### src/swup_pkg.sv
package swup_pkg;

  localparam int OP_W     = 3;
  localparam int CAT_W    = 3;
  localparam int NCAT     = 5;
  localparam int TIME_W   = 32;
  localparam int PERIOD_W = 16;
  localparam int OUT_W    = 16;
  localparam int BUSY_W   = 7;

  // Sized for windows of up to 16 samples
  localparam int SUM_W = 36;
  localparam int DVD_W = 52;
  localparam int DVS_W = 46;
  localparam int TOT_W = 46;

  localparam logic [PERIOD_W-1:0] PERIOD_RESET = 16'd250;
  localparam logic [OUT_W-1:0]    SAT16        = 16'hFFFF;

  typedef enum logic [OP_W-1:0] {
    OP_RESTART  = 3'd0,
    OP_TIME     = 3'd1,
    OP_FRAME    = 3'd2,
    OP_CATEGORY = 3'd3,
    OP_REPORT   = 3'd4
  } op_t;

  localparam logic [CAT_W-1:0] CAT_OTHER = 3'd0;
  localparam logic [CAT_W-1:0] CAT_IDLE  = 3'd4;

  typedef enum logic [2:0] {
    S_IDLE,
    S_CREDIT,
    S_SHIFT,
    S_SUM,
    S_DIV_LOAD,
    S_DIV_RUN,
    S_BUSY_LOAD,
    S_OUT
  } state_t;

  typedef struct packed {
    logic [TIME_W-1:0]                 frames;
    logic [NCAT-1:0][TIME_W-1:0]       times;
  } row_t;

endpackage

### src/swup_if.sv
interface swup_item_if import swup_pkg::*; ();
  logic              valid;
  logic              ready;
  logic [OP_W-1:0]   op;
  logic [TIME_W-1:0] now_ms;
  logic [CAT_W-1:0]  category;

  modport source (output valid, op, now_ms, category, input ready);
  modport sink   (input valid, op, now_ms, category, output ready);
endinterface

interface swup_result_if import swup_pkg::*; ();
  logic              valid;
  logic              ready;
  logic              report_valid;
  logic [OUT_W-1:0]  frames_per_second;
  logic [BUSY_W-1:0] busy_percent;
  logic [OUT_W-1:0]  other_ms_per_s;
  logic [OUT_W-1:0]  graphics_ms_per_s;
  logic [OUT_W-1:0]  io_ms_per_s;
  logic [OUT_W-1:0]  application_ms_per_s;
  logic [OUT_W-1:0]  idle_ms_per_s;

  modport source (output valid, report_valid, frames_per_second, busy_percent,
                  other_ms_per_s, graphics_ms_per_s, io_ms_per_s,
                  application_ms_per_s, idle_ms_per_s, input ready);
  modport sink   (input valid, report_valid, frames_per_second, busy_percent,
                  other_ms_per_s, graphics_ms_per_s, io_ms_per_s,
                  application_ms_per_s, idle_ms_per_s, output ready);
endinterface

### src/sliding_window_usage_profiler.sv
// Usage profiler over a sliding window of sample periods.
// item channel: one beat per event (restart, time update, frame seen,
// set category, report) carrying the current millisecond time.
// result channel: exactly one beat per item; only a report on a full window
// carries nonzero figures (fps, per-category ms per second, busy percent).
// cfg_wr_en/cfg_wr_data write the sample period; write only while idle.
// Item ready only in the idle state. A time, frame, category or report
// item passes the credit state, then the window shift state, which makes up
// to WINDOW_SAMPLES+1 window shifts, one per cycle, before the output state;
// a restart or an unknown op goes straight to the output state.
// The next item is taken once the result register is loaded.
// A report on a full window then sums and divides: each of
// the six sums is gathered one sample a cycle, then one shared restoring
// divider produces one quotient bit a cycle over 52 bits, and a seventh
// division gives the busy percent (skipped when all averages are 0).
// Reset clears the window, the counters and the period (250 ms) at once.
// A stalled result beat holds in the output register; the next item is still
// accepted and runs until its own result waits for the register to free.
module sliding_window_usage_profiler import swup_pkg::*; #(
  parameter int WINDOW_SAMPLES = 4
) (
  input  logic                clk,
  input  logic                rst,
  input  logic                cfg_wr_en,
  input  logic [PERIOD_W-1:0] cfg_wr_data,
  swup_item_if.sink           item,
  swup_result_if.source       result
);

  localparam int IDX_W    = $clog2(WINDOW_SAMPLES + 1);
  localparam int PASS_W   = $clog2(WINDOW_SAMPLES + 2);
  localparam int WIN_MS_W = PERIOD_W + $clog2(WINDOW_SAMPLES + 1);
  localparam int CNT_W    = $clog2(DVD_W + 1);

  localparam logic [IDX_W-1:0]  LAST_IDX = IDX_W'(WINDOW_SAMPLES - 1);
  localparam logic [IDX_W-1:0]  FULL     = IDX_W'(WINDOW_SAMPLES);
  localparam logic [PASS_W-1:0] PASS_MAX = PASS_W'(WINDOW_SAMPLES + 1);
  localparam logic [CNT_W-1:0]  DIV_STEPS = CNT_W'(DVD_W);

  localparam logic [2:0] FLD_FRAMES = 3'd0;
  localparam logic [2:0] FLD_IDLE   = 3'd5;
  localparam logic [2:0] FLD_BUSY   = 3'd6;

  state_t state, state_next;

  logic [PERIOD_W-1:0] sample_period;
  logic [WIN_MS_W-1:0] window_ms;
  row_t                win [WINDOW_SAMPLES+1];
  logic [CAT_W-1:0]    active;
  logic [TIME_W-1:0]   last_mark;
  logic [TIME_W-1:0]   sample_start;
  logic [IDX_W-1:0]    taken;

  logic [OP_W-1:0]     op_q;
  logic [TIME_W-1:0]   now_q;
  logic [CAT_W-1:0]    cat_q;
  logic [PASS_W-1:0]   pass;
  logic [IDX_W-1:0]    sum_idx;
  logic [2:0]          fld;
  logic [SUM_W-1:0]    acc;
  logic [TOT_W-1:0]    avg_total;
  logic [TOT_W-1:0]    avg_nonidle;

  logic [DVS_W:0]      div_rem;
  logic [DVD_W-1:0]    div_quo;
  logic [DVS_W-1:0]    div_den;
  logic [CNT_W-1:0]    div_cnt;

  logic                rep_ok;
  logic [OUT_W-1:0]    fps_r;
  logic [BUSY_W-1:0]   busy_r;
  logic [OUT_W-1:0]    ms_r [NCAT];
  logic                out_valid;

  logic [TIME_W-1:0]   diff_mark;
  logic [TIME_W-1:0]   diff_start;
  logic                behind;
  logic                do_shift;
  logic [TIME_W-1:0]   field_val;
  logic [DVS_W:0]      rem_shift;
  logic                rem_fits;
  logic [DVS_W:0]      rem_next;
  logic [DVD_W-1:0]    quo_next;
  logic [DVD_W-1:0]    acc_ext;
  logic [DVD_W-1:0]    pps_dvd;
  logic [DVS_W-1:0]    pps_den;
  logic [DVD_W-1:0]    nonidle_ext;
  logic [DVD_W-1:0]    busy_dvd;
  logic                out_free;

  function automatic logic [OUT_W-1:0] sat16(input logic [DVD_W-1:0] v);
    return (v > DVD_W'(SAT16)) ? SAT16 : v[OUT_W-1:0];
  endfunction

  assign diff_mark  = now_q - last_mark;
  assign diff_start = now_q - sample_start;
  assign behind     = diff_start >= TIME_W'(sample_period);
  assign do_shift   = behind && (pass < PASS_MAX);

  always_comb begin
    case (fld)
      3'd0:    field_val = win[sum_idx].frames;
      3'd1:    field_val = win[sum_idx].times[0];
      3'd2:    field_val = win[sum_idx].times[1];
      3'd3:    field_val = win[sum_idx].times[2];
      3'd4:    field_val = win[sum_idx].times[3];
      3'd5:    field_val = win[sum_idx].times[4];
      default: field_val = '0;
    endcase
  end

  // Restoring divider step: one quotient bit per cycle
  assign rem_shift = {div_rem[DVS_W-1:0], div_quo[DVD_W-1]};
  assign rem_fits  = rem_shift >= {1'b0, div_den};
  assign rem_next  = rem_fits ? (rem_shift - {1'b0, div_den}) : rem_shift;
  assign quo_next  = {div_quo[DVD_W-2:0], rem_fits};

  // (2000 * sum + d) / (2 * d), d = period * window
  assign acc_ext = DVD_W'(acc);
  assign pps_dvd = (acc_ext << 11) - (acc_ext << 5) - (acc_ext << 4)
                   + DVD_W'(window_ms);
  assign pps_den = DVS_W'({window_ms, 1'b0});

  assign nonidle_ext = DVD_W'(avg_nonidle);
  assign busy_dvd    = (nonidle_ext << 6) + (nonidle_ext << 5) + (nonidle_ext << 2);

  assign out_free   = !out_valid || result.ready;
  assign item.ready = (state == S_IDLE) && !rst;
  assign result.valid = out_valid;

  always_ff @(posedge clk) begin
    if (rst) begin
      state <= S_IDLE;
    end else begin
      state <= state_next;
    end
  end

  always_comb begin
    state_next = state;
    case (state)
      S_IDLE: begin
        if (item.valid) begin
          case (item.op)
            OP_TIME, OP_FRAME, OP_CATEGORY, OP_REPORT: state_next = S_CREDIT;
            default:                                   state_next = S_OUT;
          endcase
        end
      end
      S_CREDIT: state_next = S_SHIFT;
      S_SHIFT: begin
        if (!do_shift) begin
          if (op_q == OP_REPORT && taken == FULL) state_next = S_SUM;
          else                                    state_next = S_OUT;
        end
      end
      S_SUM: begin
        if (sum_idx == LAST_IDX) state_next = S_DIV_LOAD;
      end
      S_DIV_LOAD: state_next = S_DIV_RUN;
      S_DIV_RUN: begin
        if (div_cnt == CNT_W'(1)) begin
          if (fld == FLD_BUSY)      state_next = S_OUT;
          else if (fld == FLD_IDLE) state_next = S_BUSY_LOAD;
          else                      state_next = S_SUM;
        end
      end
      S_BUSY_LOAD: begin
        if (avg_total == '0) state_next = S_OUT;
        else                 state_next = S_DIV_RUN;
      end
      S_OUT: begin
        if (out_free) state_next = S_IDLE;
      end
      default: state_next = S_IDLE;
    endcase
  end

  always_ff @(posedge clk) begin
    window_ms <= WIN_MS_W'(sample_period) * WIN_MS_W'(WINDOW_SAMPLES);
    if (rst) begin
      sample_period <= PERIOD_RESET;
      for (int i = 0; i <= WINDOW_SAMPLES; i++) win[i] <= '0;
      active       <= CAT_OTHER;
      last_mark    <= '0;
      sample_start <= '0;
      taken        <= '0;
      out_valid    <= 1'b0;
    end else begin
      if (cfg_wr_en) begin
        sample_period <= (cfg_wr_data == '0) ? PERIOD_W'(1) : cfg_wr_data;
      end
      // The output state reloads the register itself
      if (out_valid && result.ready && state != S_OUT) out_valid <= 1'b0;

      case (state)
        S_IDLE: begin
          if (item.valid) begin
            op_q   <= item.op;
            now_q  <= item.now_ms;
            cat_q  <= item.category;
            rep_ok <= 1'b0;
            pass   <= '0;
            if (item.op == OP_RESTART) begin
              for (int i = 0; i <= WINDOW_SAMPLES; i++) win[i] <= '0;
              taken        <= '0;
              sample_start <= '0;
              active       <= CAT_OTHER;
              last_mark    <= item.now_ms;
            end
          end
        end
        S_CREDIT: begin
          win[WINDOW_SAMPLES].times[active] <= win[WINDOW_SAMPLES].times[active] + diff_mark;
        end
        S_SHIFT: begin
          if (do_shift) begin
            // Advance the window by one sample
            for (int i = 0; i < WINDOW_SAMPLES; i++) win[i] <= win[i+1];
            win[WINDOW_SAMPLES] <= '0;
            sample_start <= sample_start + TIME_W'(sample_period);
            if (taken < FULL) taken <= taken + IDX_W'(1);
            pass <= pass + PASS_W'(1);
          end else begin
            // Still behind after the last pass: jump to now
            if (behind) sample_start <= now_q;
            last_mark <= now_q;
            rep_ok    <= (op_q == OP_REPORT) && (taken == FULL);
            fld         <= FLD_FRAMES;
            sum_idx     <= '0;
            acc         <= '0;
            avg_total   <= '0;
            avg_nonidle <= '0;
            case (op_q)
              OP_FRAME: begin
                win[WINDOW_SAMPLES].frames <= win[WINDOW_SAMPLES].frames + TIME_W'(1);
              end
              OP_CATEGORY: begin
                if (cat_q < CAT_W'(NCAT)) active <= cat_q;
              end
              default: ;
            endcase
          end
        end
        S_SUM: begin
          acc <= acc + SUM_W'(field_val);
          if (sum_idx != LAST_IDX) sum_idx <= sum_idx + IDX_W'(1);
        end
        S_DIV_LOAD: begin
          div_rem <= '0;
          div_quo <= pps_dvd;
          div_den <= pps_den;
          div_cnt <= DIV_STEPS;
        end
        S_DIV_RUN: begin
          div_rem <= rem_next;
          div_quo <= quo_next;
          div_cnt <= div_cnt - CNT_W'(1);
          if (div_cnt == CNT_W'(1)) begin
            case (fld)
              FLD_FRAMES: fps_r <= sat16(quo_next);
              FLD_BUSY:   busy_r <= quo_next[BUSY_W-1:0];
              default: begin
                ms_r[3'(fld - 3'd1)] <= sat16(quo_next);
                avg_total <= avg_total + TOT_W'(quo_next);
                if (fld != FLD_IDLE) avg_nonidle <= avg_nonidle + TOT_W'(quo_next);
              end
            endcase
            fld     <= fld + 3'd1;
            sum_idx <= '0;
            acc     <= '0;
          end
        end
        S_BUSY_LOAD: begin
          if (avg_total == '0) begin
            busy_r <= '0;
          end else begin
            div_rem <= '0;
            div_quo <= busy_dvd;
            div_den <= DVS_W'(avg_total);
            div_cnt <= DIV_STEPS;
          end
        end
        S_OUT: begin
          if (out_free) begin
            out_valid                   <= 1'b1;
            result.report_valid         <= rep_ok;
            result.frames_per_second    <= rep_ok ? fps_r : '0;
            result.busy_percent         <= rep_ok ? busy_r : '0;
            result.other_ms_per_s       <= rep_ok ? ms_r[0] : '0;
            result.graphics_ms_per_s    <= rep_ok ? ms_r[1] : '0;
            result.io_ms_per_s          <= rep_ok ? ms_r[2] : '0;
            result.application_ms_per_s <= rep_ok ? ms_r[3] : '0;
            result.idle_ms_per_s        <= rep_ok ? ms_r[4] : '0;
          end
        end
        default: ;
      endcase
    end
  end

`ifndef SYNTHESIS
  a_rem_below_den: assert property (@(posedge clk) disable iff (rst)
    state == S_DIV_RUN |-> div_rem < {1'b0, div_den})
    else $error("divider remainder not below divisor");

  a_busy_bounded: assert property (@(posedge clk) disable iff (rst)
    (state == S_DIV_RUN && div_cnt == CNT_W'(1) && fld == FLD_BUSY)
      |-> quo_next <= DVD_W'(100))
    else $error("busy percent above 100");

  a_pass_bounded: assert property (@(posedge clk) disable iff (rst)
    state == S_SHIFT |-> pass <= PASS_MAX)
    else $error("window shifted too often");

  a_active_legal: assert property (@(posedge clk) disable iff (rst)
    active < CAT_W'(NCAT))
    else $error("active category out of range");

  a_load_from_out: assert property (@(posedge clk) disable iff (rst)
    $rose(out_valid) |-> $past(state) == S_OUT)
    else $error("result beat raised outside output state");
`endif

endmodule
### src/flat_wrapper.sv
// flat-port wrapper written by rule: the top's interface ports become plain ports
module sliding_window_usage_profiler_flat import swup_pkg::*;
#(
  parameter int WINDOW_SAMPLES = 4
)
  (clk, rst, cfg_wr_en, cfg_wr_data, item_valid, item_op, item_now_ms, item_category, item_ready, result_valid, result_report_valid, result_frames_per_second, result_busy_percent, result_other_ms_per_s, result_graphics_ms_per_s, result_io_ms_per_s, result_application_ms_per_s, result_idle_ms_per_s, result_ready);
  swup_item_if item_i ();
  swup_result_if result_i ();
  input  logic clk;
  input  logic rst;
  input  logic cfg_wr_en;
  input  logic [PERIOD_W-1:0] cfg_wr_data;
  input wire logic [$bits(item_i.valid)-1:0] item_valid;
  input wire logic [$bits(item_i.op)-1:0] item_op;
  input wire logic [$bits(item_i.now_ms)-1:0] item_now_ms;
  input wire logic [$bits(item_i.category)-1:0] item_category;
  output wire logic [$bits(item_i.ready)-1:0] item_ready;
  output wire logic [$bits(result_i.valid)-1:0] result_valid;
  output wire logic [$bits(result_i.report_valid)-1:0] result_report_valid;
  output wire logic [$bits(result_i.frames_per_second)-1:0] result_frames_per_second;
  output wire logic [$bits(result_i.busy_percent)-1:0] result_busy_percent;
  output wire logic [$bits(result_i.other_ms_per_s)-1:0] result_other_ms_per_s;
  output wire logic [$bits(result_i.graphics_ms_per_s)-1:0] result_graphics_ms_per_s;
  output wire logic [$bits(result_i.io_ms_per_s)-1:0] result_io_ms_per_s;
  output wire logic [$bits(result_i.application_ms_per_s)-1:0] result_application_ms_per_s;
  output wire logic [$bits(result_i.idle_ms_per_s)-1:0] result_idle_ms_per_s;
  input wire logic [$bits(result_i.ready)-1:0] result_ready;
  assign item_i.valid = item_valid;
  assign item_i.op = item_op;
  assign item_i.now_ms = item_now_ms;
  assign item_i.category = item_category;
  assign item_ready = item_i.ready;
  assign result_valid = result_i.valid;
  assign result_report_valid = result_i.report_valid;
  assign result_frames_per_second = result_i.frames_per_second;
  assign result_busy_percent = result_i.busy_percent;
  assign result_other_ms_per_s = result_i.other_ms_per_s;
  assign result_graphics_ms_per_s = result_i.graphics_ms_per_s;
  assign result_io_ms_per_s = result_i.io_ms_per_s;
  assign result_application_ms_per_s = result_i.application_ms_per_s;
  assign result_idle_ms_per_s = result_i.idle_ms_per_s;
  assign result_i.ready = result_ready;
  sliding_window_usage_profiler #(.WINDOW_SAMPLES(WINDOW_SAMPLES)) u_core (.clk(clk), .rst(rst), .cfg_wr_en(cfg_wr_en), .cfg_wr_data(cfg_wr_data), .item(item_i), .result(result_i));
endmodule
### config.mk
export PLATFORM = sky130hd
export DESIGN_NAME = sliding_window_usage_profiler_flat
export DESIGN_NICKNAME = d
export VERILOG_FILES = /design/src/swup_pkg.sv /design/src/swup_if.sv /design/src/sliding_window_usage_profiler.sv /design/src/flat_wrapper.sv
export SDC_FILE = /design/constraint.sdc
export NUM_CORES = 2
export LEC_CHECK = 0
export ABC_AREA = 1
export CAP_MARGIN = 40
export CORE_ASPECT_RATIO = 1.5
export CORE_MARGIN = 3
export CORE_UTILIZATION = 40
export CTS_CLUSTER_DIAMETER = 50
export DETAILED_ROUTE_END_ITERATION = 6
export DONT_BUFFER_PORTS = 1
export GPL_TIMING_DRIVEN = 0
export HOLD_SLACK_MARGIN = 0.08
export PLACE_DENSITY = 0.58
export SETUP_SLACK_MARGIN = 0.02
export SLEW_MARGIN = 20
export SYNTH_ARGS = -nofsm -noshare
export SYNTH_HDL_FRONTEND = slang
export SYNTH_SLANG_ARGS = --single-unit
### constraint.sdc
create_clock -name clk -period 74.7 [get_ports clk]
set_clock_uncertainty 0.2 [all_clocks]
set_input_delay 11.205 -clock clk [delete_from_list [all_inputs] [get_ports clk]]
set_output_delay 11.205 -clock clk [all_outputs]
set_load 0.05 [all_outputs]
; ---- Word-level counts from Yosys, hierarchy flattened
; Memory sizes are Yosys's and may differ from the RTL's. A register that Yosys moved wholly into a read port is not among the register bits.
; Cells that the tools add are included.
[word_totals]
reg_bits = 479
mem_bits_rw = 1040
output_inout_bits = 106
elab_cells = 908
n_memories = 2
[mem_list]
columns = memory, words, word_bits, rd, rd_ports_with_merged_regs, write_ports, line
row1 = u_core.win, 5, 192, 5, 1, 5, sliding_window_usage_profiler.sv:48  ; row_t win [WINDOW_SAMPLES+1];
row2 = u_core.ms_r, 5, 16, 5, 5, 1, sliding_window_usage_profiler.sv:72  ; logic [OUT_W-1:0] ms_r [NCAT];
[op_classes]
n_addsub = 20
order_cmp = 8
eq_ne = 43
n_mux = 431
bitwise = 332
n_reduce_logical = 45
[ops]
columns = cell, n
row1 = two-way mux 192 bit, 9
row2 = two-way mux 46 bit, 9
row3 = two-way mux 32 bit, 11
row4 = two-way mux 1 bit, 348
row5 = OR 1 bit, 331
row6 = case mux 46 bit (2 select lines), 3
row7 = case mux 32 bit (6 select lines), 1
row8 = two-way mux 160 bit, 1
row9 = case mux 52 bit (3 select lines), 1
row10 = case mux 46 bit (3 select lines), 1
row11 = case mux 32 bit (2 select lines), 2
row12 = case mux 36 bit (3 select lines), 1
row13 = binary-select mux 32 bit (select 3 bit), 1
row14 = demux 32 bit (select 3 bit), 1
row15 = adder 46 bit, 2
row16 = two-way mux 36 bit, 2
row17 = two-way mux 3 bit, 23
row18 = subtractor 32 bit, 2
row19 = adder 52 x 18 -> 52 bit, 1
row20 = adder 52 x 48 -> 52 bit, 1
row21 = adder 52 x 51 -> 52 bit, 1
row22 = greater-than comparator 52 x 16 -> 1 bit (second input constant), 1
row23 = two-way mux 52 bit, 1
row24 = subtractor 52 x 40 -> 52 bit, 1
row25 = other kinds (48), 124

; ---- Depth between registers and ports, before layout
[logic_depth]
ltp_word = 9
depth_mapped = 34

; ---- Least setup slack after synthesis
; OpenSTA, ideal clock, no wires.
[synth_path]
kind = input to register
from = input port item_op[1]
to = memory u_core.win[4][0] (netlist bit) (enable)
arrival_ps = 32057
required_ps = 74034
slack_ps = 41978
path_stages = 9
n_path_buf = 0
cell_sequence = nor2_1 inv_1 nor2_1 inv_1 o21ai_0 inv_1 nand2_1 inv_1 o21ai_0
[synth_rtl]
columns = element, line
row1 = from (decl), flat_wrapper.sv:14  ; input wire logic [$bits(item_i.op)-1:0] item_op;
row2 = to (decl), sliding_window_usage_profiler.sv:48

; ---- Worst setup path in the final report
[layout_path]
from = input port rst
to = output port item_ready
[layout_between]
elab_chain_len = 2
[layout_rtl]
columns = element, line
row1 = from (decl), flat_wrapper.sv:10  ; input logic rst;
row2 = logical NOT 1 bit, sliding_window_usage_profiler.sv:128  ; assign item.ready = (state == S_IDLE) && !rst;
row3 = logical AND 1 bit, sliding_window_usage_profiler.sv:128
row4 = to (decl), flat_wrapper.sv:17  ; output wire logic [$bits(item_i.ready)-1:0] item_ready;
; No other way between the ends.

==> impl_metrics.json <==
{
  "setup_violations": 0,
  "fillCellCount": 23000,
  "syn_area_per_cell_um2": 8.67,
  "finalPower_mw": 4.81,
  "crit_top_cell": "clkbuf_1",
  "grt_pass1_vias": 80100,
  "worst_slack_ns": 50.31,
  "finalCriticalPeriod_ns": 24.39,
  "use_met3_pct": 6.45,
  "area_growth_pct": 13.1,
  "ys_seq_elements": 1602,
  "hold_path_class": "reg -> reg",
  "synth_seq_area_share_pct": 49.8,
  "cts-htree-levels": 4,
  "grt_pass1_wl_um": 561000,
  "cp-end-kind": "primary output",
  "fin_tns_setup_ns": 0,
  "drt_iter0_markers": 8682,
  "finalMaxSlewViolations": 0,
  "cts_tree": "done",
  "wl_per_cell_um": 27.5,
  "drcViolationCount": 0,
  "synth-warning-count": 0,
  "tightest_slew_ns": 1.12,
  "place_hpwl_um": 318000,
  "clk_pin_slew_ns": 0.06,
  "worst_path_max_delay_cell": "clkbuf_1",
  "rsz0062_at_grt": "no",
  "async_flop_share_pct": 0,
  "fmax_mhz": 41.0,
  "cts_buffers": 185,
  "routed_wirelength_um": 398000,
  "grt_util_all_layers_pct": 32.1,
  "hold_viol": 0,
  "synth-main-ff-cell": "edfxtp_1",
  "drive_gt1_share_pct": 9.09,
  "outcome": "finished clean",
  "relSlewSlack_pct": 25.5,
  "crit_required_ns": 63.30,
  "cts_buffer_depth": 4,
  "die_w_um": 403,
  "met2_usage_pct": 53.9,
  "arrival_ns": 12.98,
  "finalCritPeriodShare_pct": 32.6,
  "syn_nets": 11500,
  "io_pins": 165,
  "cts.sinks": 1602,
  "die-area_mm2": 0.242,
  "dr.pass1.iters": 6,
  "root_buffer": "clkbuf_16",
  "num_rows": 217,
  "gp_congestion": 1.06,
  "clk-insertion-delay-late_ns": 0.91,
  "synth-edff-count": 1493,
  "vias": 81500,
  "p_leak_nw": 48.1,
  "fin_area_mm2": 0.107,
  "antenna_found_initial": 40,
  "yosysTopAreaCellShare_pct": 47.5,
  "fp.dieH_um": 601,
  "drv_cap": 0,
  "crit_chain": "clkbuf_1 > clkbuf_1 > nor2_1 > buf_6",
  "io_buffers": 0,
  "drt-vias-per-instance": 5.63,
  "ant_nets": 0,
  "synthCells": 10900,
  "use_met1_pct": 33.3,
  "cp_max_fo": 10,
  "start_util_pct": 40.4,
  "cts_setup_buffers": 0,
  "critical_path.max_stage_delay_ns": 0.71,
  "top_usage_layer": "met2",
  "grt_max_degree": 59,
  "post_cts_resized": 0,
  "pwr_density_cell_mw_per_mm2": 45.1,
  "final_nets": 11800,
  "core_area_mm2": 0.234,
  "preCtsSetupSlack_ns": 50.40,
  "globalRouteOverflowTotal": 0,
  "synth_area_leaders": "edfxtp_1 (48%), nand2_1 (8.6%), inv_1 (6.4%), ha_1 (5.6%), nor2_1 (4.7%)",
  "syn_area_mm2": 0.0944,
  "placed_area_mm2": 0.101,
  "start_kind": "input pin",
  "synth.distinct_cells": 59,
  "irDropWorstVdd_uv": 23.0,
  "hold_buffers": 0,
  "critPathKind": "in -> out",
  "synth_area_leader_cell": "edfxtp_1"
}
## power by group
part	total [mW]	leakage (nW)	switching, mW	internal (mW)
registers	1.46	15.6	0.209	1.25
clock network	0.927	2.88	0.403	0.524
logic	2.43	29.7	1.68	0.743
total	4.81	48.1	2.29	2.52
## sequential cells by signal, summed over array words and instances (netlist names), 32 cells and up, named ones only
register	flops
u_core.last_mark	32
u_core.avg_total	46
u_core.div_den	46
u_core.ms_r	80
u_core.now_q	32
u_core.win	960
u_core.div_quo	52
u_core.div_rem	46
u_core.acc	36
u_core.sample_start	32
u_core.avg_nonidle	46
## layout make-up
class | instances | area (um2) | area share (%)
Timing Repair Buffer | 175 | 2140 | 2.01
Clock buffer | 222 | 4850 | 4.55
Multi-Input combinational cell | 6857 | 38400 | 35.9
Tap cell | 3066 | 3840 | 3.60
Inverter | 2032 | 7630 | 7.15
Antenna cell | 19 | 47.5 | 0.0446
Sequential cell | 1602 | 47000 | 44.1
Buffer | 393 | 1690 | 1.58
Clock inverter | 102 | 1140 | 1.07
## cells by family after synthesis
group | share of synthesized area (%)
xor gates and xnor gates | 1.76
AOI/OAI and AO/OA | 14.5
adders and majority gates | 7.62
buffers and inverters | 9.85
DFF | 49.8
and+or+nand+nor | 16.4
## path summary, 6_finish.rpt
check | startpoint | to | slack (ns) | cells past startpoint
setup / recovery | rst | item_ready | 50.31 | 4
hold / removal | u_core.sample_period[3] | u_core.window_ms[5] | 0.19 | 0
setup reg to reg | register | u_core.acc[34] | 66.15 | 24
hold reg to reg | u_core.sample_period[3] | u_core.window_ms[5] | 0.19 | 0
## cells in the mapped netlist, types with 23 or more instances
cell type     n
o21a_1       63
nand4_1      81
nor4_1       63
a21oi_1     816
nand3b_1     32
a31oi_1      91
nand3_1     219
o21ai_0     717
a21o_1       25
buf_1        29
a22o_1       34
clkbuf_1    271
fa_1         93
nor2_1     1194
o221ai_1     23
dfxtp_1     109
xor2_1      106
inv_1      1614
edfxtp_1   1493
buf_4        29
ha_1        426
inv_2       410
o211ai_1     55
o32ai_1     192
xnor2_1      84
nand2_1    2157
buf_2        62
a221oi_1    160
nor3_1       71
## layout by cell type (no fill, tap or decap), types with 32 or more instances in the layout
| cell | n |
|---|---|
| dfxtp_1 | 109 |
| clkbuf_1 | 292 |
| o32ai_1 | 192 |
| inv_2 | 410 |
| xnor2_1 | 84 |
| a221oi_1 | 138 |
| nor4_1 | 62 |
| buf_4 | 77 |
| nand2_1 | 2155 |
| clkbuf_16 | 188 |
| nor3_1 | 67 |
| ha_1 | 426 |
| o211ai_1 | 55 |
| o21ai_0 | 713 |
| buf_2 | 90 |
| o21a_1 | 63 |
| buf_6 | 60 |
| a31oi_1 | 91 |
| a21oi_1 | 815 |
| xor2_1 | 106 |
| inv_1 | 1613 |
| edfxtp_1 | 1493 |
| nand3b_1 | 32 |
| nand3_1 | 218 |
| nand4_1 | 81 |
| nor2_1 | 1187 |
| a22o_1 | 34 |
| fa_1 | 93 |
## metal layers
layer  wire [um]  up-vias
li1            -    37300
met1      133000    38900
met2      189000     3872
met3       30400     1385
met4       45700       48
met5         347        -
## through the flow
step | hold WS (ns) | cells | utilization, %
4_1_cts | 0.189 | 14400 | 45.6
3_3_place_gp | 0.189 | 14000 | 42.0
5_1_grt | 0.202 | 14500 | 45.6
2_1_floorplan | 0.155 | 10900 | -
3_5_place_dp | 0.180 | 14100 | 43.0
6_report | 0.191 | 14500 | 45.6
## worst max-delay path, delay by kind of cell
family                 cells  cell delay, ns
and+or+nand+nor            1            0.30
buffers and inverters      3            1.46
Note: power is estimated with default switching activity, not from simulation.
